**src/rtl/vppl_pkg.sv**
```systemverilog
// Package for the virtual parallel port link: action codes, frame flags and the decoded op word.
`default_nettype none

package vppl_pkg;

    // Action codes of an input word
    localparam logic [2:0] ACT_HOST  = 3'd0;
    localparam logic [2:0] ACT_STAT  = 3'd1;
    localparam logic [2:0] ACT_DATA  = 3'd2;
    localparam logic [2:0] ACT_READ  = 3'd3;
    localparam logic [2:0] ACT_START = 3'd4;
    localparam logic [2:0] ACT_END   = 3'd5;

    // Frame flags OR-ed into the control byte
    localparam logic [7:0] FLAG_NONE   = 8'h00;
    localparam logic [7:0] FLAG_STROBE = 8'h08;
    localparam logic [7:0] FLAG_REPLY  = 8'h10;
    localparam logic [7:0] FLAG_START  = 8'h40;
    localparam logic [7:0] FLAG_END    = 8'h80;

    // Host command byte layout
    localparam int unsigned CMD_ACK_BIT  = 3;
    localparam int unsigned CMD_LOAD_BIT = 4;
    localparam int unsigned CMD_SET_BIT  = 5;
    localparam int unsigned CMD_OR_BIT   = 6;
    localparam int unsigned CMD_CLR_BIT  = 7;

    localparam logic [2:0] LINE_MASK = 3'h7;
    localparam logic [3:0] ACK_BIT   = 4'h8;

    // Default depth of the queue between front and back
    localparam int unsigned QUEUE_DEPTH_DEF = 2;

    // One classified operation, ready for the back end to carry out
    typedef struct packed {
        logic       send_en;          // action may send a frame
        logic       send_if_changed;  // send only when state differs from the sent copy
        logic [7:0] flag;             // flag OR-ed into the frame control byte
        logic [3:0] line_clr;         // line bits to clear before setting
        logic [3:0] line_set;         // line bits to set
        logic [7:0] byte_msk;         // data byte bits to replace
        logic [7:0] byte_val;         // replacement data bits
        logic       ack_req;          // raise ack, reply, then drop ack
    } vppl_op_t;

endpackage

`default_nettype wire

```
**src/rtl/vppl_front.sv**
```systemverilog
// Front end: accept input words and classify them into masked line and data updates.
`default_nettype none

module vppl_front
    import vppl_pkg::*;
(
    input  logic       in_valid,
    output logic       in_stall,
    input  logic [2:0] action,
    input  logic [7:0] ctl_byte,
    input  logic [7:0] byte_value,
    input  logic [7:0] dir_mask,
    input  logic       queue_full,
    output logic       push,
    output vppl_op_t   push_op
);

    logic [2:0] cmd_bits;

    assign cmd_bits = ctl_byte[2:0] & LINE_MASK;
    assign in_stall = queue_full;
    assign push     = in_valid && !queue_full;

    always_comb
    begin
        push_op = '0;
        case (action)
            ACT_HOST:
            begin
                push_op.send_en = 1'b1;
                push_op.flag    = FLAG_REPLY;
                if (ctl_byte != 8'h00)
                begin
                    if (ctl_byte[CMD_LOAD_BIT])
                    begin
                        push_op.byte_msk = 8'hFF;
                        push_op.byte_val = byte_value;
                    end
                    if (ctl_byte[CMD_SET_BIT])
                    begin
                        push_op.line_clr = 4'hF;
                        push_op.line_set = {1'b0, cmd_bits};
                    end
                    else if (ctl_byte[CMD_OR_BIT])
                    begin
                        push_op.line_set = {1'b0, cmd_bits};
                    end
                    else if (ctl_byte[CMD_CLR_BIT])
                    begin
                        push_op.line_clr = {1'b0, cmd_bits};
                    end
                    push_op.ack_req = ctl_byte[CMD_ACK_BIT];
                end
            end
            ACT_STAT:
            begin
                push_op.send_en         = 1'b1;
                push_op.send_if_changed = 1'b1;
                push_op.flag            = FLAG_NONE;
                push_op.line_clr        = {1'b0, dir_mask[2:0] & LINE_MASK};
                push_op.line_set        = {1'b0, byte_value[2:0] & dir_mask[2:0]};
            end
            ACT_DATA:
            begin
                push_op.send_en  = 1'b1;
                push_op.flag     = FLAG_STROBE;
                push_op.byte_msk = dir_mask;
                push_op.byte_val = byte_value;
            end
            ACT_START:
            begin
                push_op.send_en = 1'b1;
                push_op.flag    = FLAG_START;
            end
            ACT_END:
            begin
                push_op.send_en = 1'b1;
                push_op.flag    = FLAG_END;
            end
            ACT_READ:
            begin
                push_op = '0;
            end
            default:
            begin
                push_op = '0;
            end
        endcase
    end

endmodule

`default_nettype wire

```
**src/rtl/vppl_queue.sv**
```systemverilog
// Short FIFO of classified ops between the front end and the back end.
`default_nettype none

module vppl_queue
    import vppl_pkg::*;
#(
    parameter int unsigned DEPTH = QUEUE_DEPTH_DEF
)
(
    input  logic     clk,
    input  logic     rst_n,
    input  logic     push,
    input  vppl_op_t push_op,
    output logic     full,
    input  logic     pop,
    output logic     head_valid,
    output vppl_op_t head_op
);

    localparam int unsigned PTR_W = (DEPTH > 1) ? $clog2(DEPTH) : 1;
    localparam int unsigned CNT_W = $clog2(DEPTH + 1);
    localparam logic [PTR_W-1:0] PTR_LAST = PTR_W'(DEPTH - 1);
    localparam logic [CNT_W-1:0] CNT_FULL = CNT_W'(DEPTH);

    vppl_op_t         slot_reg [DEPTH];
    logic [PTR_W-1:0] wr_ptr_reg;
    logic [PTR_W-1:0] wr_ptr_next;
    logic [PTR_W-1:0] rd_ptr_reg;
    logic [PTR_W-1:0] rd_ptr_next;
    logic [CNT_W-1:0] count_reg;
    logic [CNT_W-1:0] count_next;

    assign full       = (count_reg == CNT_FULL);
    assign head_valid = (count_reg != '0);
    assign head_op    = slot_reg[rd_ptr_reg];

    always_comb
    begin
        wr_ptr_next = wr_ptr_reg;
        rd_ptr_next = rd_ptr_reg;
        count_next  = count_reg;
        if (push)
        begin
            wr_ptr_next = (wr_ptr_reg == PTR_LAST) ? '0 : wr_ptr_reg + 1'b1;
        end
        if (pop)
        begin
            rd_ptr_next = (rd_ptr_reg == PTR_LAST) ? '0 : rd_ptr_reg + 1'b1;
        end
        if (push && !pop)
        begin
            count_next = count_reg + 1'b1;
        end
        else if (pop && !push)
        begin
            count_next = count_reg - 1'b1;
        end
    end

    always_ff @(posedge clk or negedge rst_n)
    begin
        if (!rst_n)
        begin
            wr_ptr_reg <= '0;
            rd_ptr_reg <= '0;
            count_reg  <= '0;
        end
        else
        begin
            wr_ptr_reg <= wr_ptr_next;
            rd_ptr_reg <= rd_ptr_next;
            count_reg  <= count_next;
        end
    end

    always_ff @(posedge clk)
    begin
        if (push)
        begin
            slot_reg[wr_ptr_reg] <= push_op;
        end
    end

endmodule

`default_nettype wire

```
**src/rtl/vppl_back.sv**
```systemverilog
// Back end: apply ops to the port state, decide on frames and hold the result word.
`default_nettype none

module vppl_back
    import vppl_pkg::*;
(
    input  logic       clk,
    input  logic       rst_n,
    input  logic       link_open,
    input  logic       head_valid,
    input  vppl_op_t   head_op,
    output logic       pop,
    output logic       out_valid,
    input  logic       out_stall,
    output logic       tx_valid,
    output logic [7:0] tx_ctl,
    output logic [7:0] tx_data,
    output logic       ack_pulse,
    output logic [3:0] status_now,
    output logic [7:0] data_now
);

    logic [3:0] line_reg;
    logic [3:0] line_next;
    logic [7:0] data_reg;
    logic [7:0] data_next;
    logic [3:0] sent_line_reg;
    logic [7:0] sent_data_reg;
    logic       out_valid_reg;
    logic [7:0] tx_ctl_reg;
    logic [7:0] tx_data_reg;
    logic       tx_valid_reg;
    logic       ack_reg;
    logic [3:0] line_upd;
    logic       changed;
    logic       fire;

    // Take the head op when the result slot is free or being drained
    assign pop = head_valid && (!out_valid_reg || !out_stall);

    always_comb
    begin
        line_upd = (line_reg & ~head_op.line_clr) | head_op.line_set;
        if (head_op.ack_req)
        begin
            line_upd = line_upd | ACK_BIT;
        end
        data_next = (data_reg & ~head_op.byte_msk) | (head_op.byte_val & head_op.byte_msk);
        changed   = (line_upd != sent_line_reg) || (data_next != sent_data_reg);
        fire      = link_open && head_op.send_en && (!head_op.send_if_changed || changed);
        line_next = head_op.ack_req ? (line_upd & ~ACK_BIT) : line_upd;
    end

    always_ff @(posedge clk or negedge rst_n)
    begin
        if (!rst_n)
        begin
            line_reg      <= '0;
            data_reg      <= '0;
            sent_line_reg <= '0;
            sent_data_reg <= '0;
            out_valid_reg <= 1'b0;
        end
        else
        begin
            if (pop)
            begin
                line_reg <= line_next;
                data_reg <= data_next;
                if (fire)
                begin
                    sent_line_reg <= line_upd;
                    sent_data_reg <= data_next;
                end
                out_valid_reg <= 1'b1;
            end
            else if (!out_stall)
            begin
                out_valid_reg <= 1'b0;
            end
        end
    end

    always_ff @(posedge clk)
    begin
        if (pop)
        begin
            tx_valid_reg <= fire;
            tx_ctl_reg   <= fire ? ({4'h0, line_upd} | head_op.flag) : 8'h00;
            tx_data_reg  <= fire ? data_next : 8'h00;
            ack_reg      <= head_op.ack_req;
        end
    end

    assign out_valid  = out_valid_reg;
    assign tx_valid   = tx_valid_reg;
    assign tx_ctl     = tx_ctl_reg;
    assign tx_data    = tx_data_reg;
    assign ack_pulse  = ack_reg;
    assign status_now = line_reg;
    assign data_now   = data_reg;

endmodule

`default_nettype wire

```
**src/rtl/virtual_parallel_port_link_unit.sv**
```systemverilog
// Top level of the virtual parallel port link: front end, op queue, back end and link register.
//
//  channel  | handshake            | word
//  ---------+----------------------+-------------------------------------------------
//  input    | in_valid / in_stall  | action, ctl_byte, byte_value, dir_mask
//  result   | out_valid/ out_stall | tx_valid, tx_ctl, tx_data, ack_pulse,
//           |                      | status_now, data_now
//  config   | cfg_valid/ cfg_ready | cfg_data (link_open)
//
// One input word is taken per cycle while in_stall is low; each word gives exactly one
// result word. A word passes through the op queue, then the back end's result register.
// The back end's state update (masked line and data merge plus a compare against the sent
// copies) sets the rate of one word per clock while the result is not stalled.
// Reset clears the line bits, data byte, sent copies, link_open and the queue.
// A stalled result holds; the queue takes up to QUEUE_DEPTH words, then in_stall rises.
`default_nettype none

module virtual_parallel_port_link_unit
    import vppl_pkg::*;
#(
    parameter int unsigned QUEUE_DEPTH = QUEUE_DEPTH_DEF
)
(
    input  logic       clk,
    input  logic       rst_n,

    input  logic       in_valid,
    output logic       in_stall,
    input  logic [2:0] action,
    input  logic [7:0] ctl_byte,
    input  logic [7:0] byte_value,
    input  logic [7:0] dir_mask,

    output logic       out_valid,
    input  logic       out_stall,
    output logic       tx_valid,
    output logic [7:0] tx_ctl,
    output logic [7:0] tx_data,
    output logic       ack_pulse,
    output logic [3:0] status_now,
    output logic [7:0] data_now,

    input  logic       cfg_valid,
    output logic       cfg_ready,
    input  logic       cfg_data
);

    logic     link_open_reg;
    logic     queue_full;
    logic     push;
    vppl_op_t push_op;
    logic     pop;
    logic     head_valid;
    vppl_op_t head_op;

    // Always take config words; they must arrive only while the block is idle, which is up to the sender
    assign cfg_ready = 1'b1;

    always_ff @(posedge clk or negedge rst_n)
    begin
        if (!rst_n)
        begin
            link_open_reg <= 1'b0;
        end
        else if (cfg_valid && cfg_ready)
        begin
            link_open_reg <= cfg_data;
        end
    end

    // Classify the input word into a masked update and a send rule
    vppl_front u_front (
        .in_valid   (in_valid),
        .in_stall   (in_stall),
        .action     (action),
        .ctl_byte   (ctl_byte),
        .byte_value (byte_value),
        .dir_mask   (dir_mask),
        .queue_full (queue_full),
        .push       (push),
        .push_op    (push_op)
    );

    // Decouple the front from a stalled back end
    vppl_queue #(
        .DEPTH (QUEUE_DEPTH)
    ) u_queue (
        .clk        (clk),
        .rst_n      (rst_n),
        .push       (push),
        .push_op    (push_op),
        .full       (queue_full),
        .pop        (pop),
        .head_valid (head_valid),
        .head_op    (head_op)
    );

    // Apply the op, decide on the frame, hold the result word
    vppl_back u_back (
        .clk        (clk),
        .rst_n      (rst_n),
        .link_open  (link_open_reg),
        .head_valid (head_valid),
        .head_op    (head_op),
        .pop        (pop),
        .out_valid  (out_valid),
        .out_stall  (out_stall),
        .tx_valid   (tx_valid),
        .tx_ctl     (tx_ctl),
        .tx_data    (tx_data),
        .ack_pulse  (ack_pulse),
        .status_now (status_now),
        .data_now   (data_now)
    );

endmodule

`default_nettype wire

```
**config.mk**
```make
export PLATFORM = sky130hd
export DESIGN_NAME = virtual_parallel_port_link_unit
export DESIGN_NICKNAME = d
export VERILOG_FILES = /design/src/rtl/vppl_pkg.sv /design/src/rtl/vppl_front.sv /design/src/rtl/vppl_queue.sv /design/src/rtl/vppl_back.sv /design/src/rtl/virtual_parallel_port_link_unit.sv
export SDC_FILE = /design/constraint.sdc
export NUM_CORES = 1
export LEC_CHECK = 0
export BUFFER_PORTS_ARGS = -buffer_cell sky130_fd_sc_hd__buf_2
export CORE_ASPECT_RATIO = 1.2
export CORE_MARGIN = 5
export CORE_UTILIZATION = 52
export CTS_CLUSTER_DIAMETER = 30
export CTS_CLUSTER_SIZE = 8
export DETAILED_ROUTE_END_ITERATION = 10
export PLACE_DENSITY_LB_ADDON = 0.3
export SLEW_MARGIN = 20
export SYNTH_ARGS = -nofsm -noshare
export SYNTH_HDL_FRONTEND = slang
export SYNTH_HIERARCHICAL = 1
export SYNTH_SLANG_ARGS = --single-unit
```
**constraint.sdc**
```tcl
create_clock -name clk -period 3 [get_ports clk]
set_clock_uncertainty 0.2 [all_clocks]
set_input_delay 0.6 -clock clk [delete_from_list [all_inputs] [get_ports clk]]
set_output_delay 0.6 -clock clk [all_outputs]
set_load 0.01 [all_outputs]
```
==> results.cfg <==
[clock_tree]
cts_resized = 1
htree_levels = 4
path_clk_slew_ns = 0.05
clkSinkCount = 118
hold_buffers = 0
post_cts_buffers = 0
cts_buffers = 17
clk_path_buf_depth = 2
clockRootBuffer = clkbuf_16
cts_tree = yes
insertion_delay_ns = 0.40

[job]
cap_violations = 0

[detailed_routing]
vias = 2856
first_pass_iters = 4
post_drt_wl_per_cell_um = 17.3
routed_via_density = 5.14
drtAntennaViolNets = 0
drt_iter0_drc = 167
wl_um = 9590
drc = 0

[logic_synthesis]
netlist_area_mm2 = 0.00523
synthFlopType = edfxtp_1
ys_ff_latch = 118
yosys_warnings = 6
syn_area_per_cell_um2 = 15.9
ys_seq_area_share_pct = 64.8
async_flop_share_pct = 25.4
synth_largest_area_cell = edfxtp_1
synthCells = 330
synth_area_leaders = edfxtp_1 50%, dfrtp_1 14%, mux2_4 9.2%
synthDistinctLibCells = 42
synth_edf_count = 88
synth_top_area_share_pct = 50.5

[worst_setup_path]
cp.required_ns = 3.10
path_max_fanout = 7
crit_buf_inv = 2
startpoint_type = flip-flop
max_stage_delay_ns = 0.43
reg2reg_from = u_queue/rd_ptr_reg
cp-end-kind = flip-flop
worstSetupPathType = reg2reg
critical_path_arrival_ns = 2.93
reg2reg_to = u_back/sent_data_reg[2]
crit_chain = buf_4 > mux2_4 > mux2i_1 > xnor2_1 > a211oi_2 > and4_4 > a211oi_4 > buf_4 > mux2i_1
critPathTopFamily = multiplexers
ff2ff_setup_slack_ns = 0.17
cp_slowest_cell = dfrtp_2
reg2regPathDepth = 9

[sta]
fin_crit_sh_pct = 94.3
worstMarginPinSlew_ns = 0.857
hold_viol = 0
period_minus_slack_ns = 2.83
slew_headroom_pct = 42.6
rsz0062_at_grt = no
fmax_mhz = 354
setup_viol = 0
maxSlewViolCount = 0
fin_ws_ns = 0.172
hold_ws_ns = 0.0587

[placed_design]
hpwl_um = 6530
place_congestion = 0.788
place_area_mm2 = 0.00572
pre_cts_ws_ns = -0.125
port_buffers = 64

[floorplan]
boundaryPins = 66
die_x_um = 102
start_util_pct = 52.8
fp.dieH_um = 120
core_area_mm2 = 0.00991
rows = 40
die_area_mm2 = 0.0122

[global_route]
first_global_vias = 3075
antenna_found_initial = 0
gr-usage-met3_pct = 4.65
grt_max_degree = 41
grt-ovfl-total = 0
grt.busiest_layer = met2
track_usage_pct = 17.3
grt_pass1_wl_um = 15600
use_met1_pct = 21.5
use_met2_pct = 27.7

[finish]
area_growth_pct = 19.4
largest_reg_flops = 70
utilization_pct = 63.1
final_area_mm2 = 0.00625
nets = 451
layout-drive-gt1-share_pct = 38.6
n_antenna_cell = 0

[worst_hold_path]
hold_path.class = in2async

[status]
outcome = finished clean

[pwr]
powerDensity_mw_per_mm2 = 1070
ir_worst_vdd_v = 0.000486
leakage_nw = 2.61
-- kinds of logic after synthesis --
kind of cell / Yosys count / synth area share [%]
AO/OA/AOI/OAI: 43 / 5.81
XOR/XNOR: 16 / 2.68
adder cells (fa/ha/maj): 1 / 0.239
buffers and inverters: 31 / 4.11
flip-flops: 118 / 64.8
multiplexers: 59 / 14.9
other: 2 / 0.143
AND/OR/NAND/NOR: 60 / 7.27
-- layout make-up --
type                    count  area [um^2]
inverters                  14         52.6
flip-flops and latches    118         3390
repair buffers             81          460
clock inverters             4         18.8
well taps                 126          158
fillers                   735         3660
clock buffers              28          507
multi-input cells         185         1660
-- worst max path at each step --
stage	start	to	cells after the start
finish	u_queue/rd_ptr_reg	u_back/sent_data_reg[2]	9
global placement	u_queue/rd_ptr_reg	u_back/tx_data[7]	8
floorplan	u_queue/rd_ptr_reg	u_back/tx_ctl[4]	10
global route	u_queue/rd_ptr_reg	u_back/tx_data[7]	8
CTS	u_queue/rd_ptr_reg	u_back/sent_data_reg[2]	9
detailed placement	u_queue/rd_ptr_reg	u_back/tx_data[7]	8
-- cells in the final DEF (no fill, tap or decap), types with 6 or more instances in the layout --
master	instances
inv_1	14
and2_1	16
conb_1	6
buf_2	64
buf_4	16
clkbuf_16	17
nor2b_1	10
nor2_1	12
mux2i_1	14
mux2_2	11
dfrtp_1	29
mux2_4	32
a21o_1	11
a21oi_1	11
xnor2_1	11
clkbuf_1	7
nand2_1	6
edfxtp_1	88
-- cell usage after synthesis (2+ instances only) --
library cell   n
nand2_1        6
a21oi_1       12
or4_1          2
nor3b_2        2
dfrtp_1       30
or2_2          2
buf_4          9
o21ai_1        4
and2_1        16
inv_1         14
clkbuf_1       2
nor3_2         2
buf_6          2
mux2_4        32
edfxtp_1      88
o21ai_0        3
mux2_2        11
xor2_1         5
nor2_1        12
mux2i_1       14
o21a_1         5
a32o_1         4
a21o_1        11
conb_1         2
buf_12         3
xnor2_1       11
nor2b_1       11
-- through the flow --
step                      instances  setup TNS (ns)  power [mW]
final                           556               0        6.67
after detailed placement        524           -1.61        4.94
after global placement          524           -1.08        4.88
after floorplan                 334               0        4.26
after CTS                       556               0        6.74
after global routing            556               0        7.03
-- report_power, final --
group	leakage (nW)	switching, mW	internal (mW)
clock network	0.260	0.630	1.13
logic	1.16	1.17	1.12
registers	1.19	0.243	2.37
total	2.61	2.04	4.63
-- layer usage --
metal | routed length [um] | part of all wire [%]
met1 | 3880 | 40
met3 | 467 | 4.9
met5 | 0 | 0
met4 | 206 | 2.1
met2 | 5040 | 53
Power figures use the tool's default switching activity.
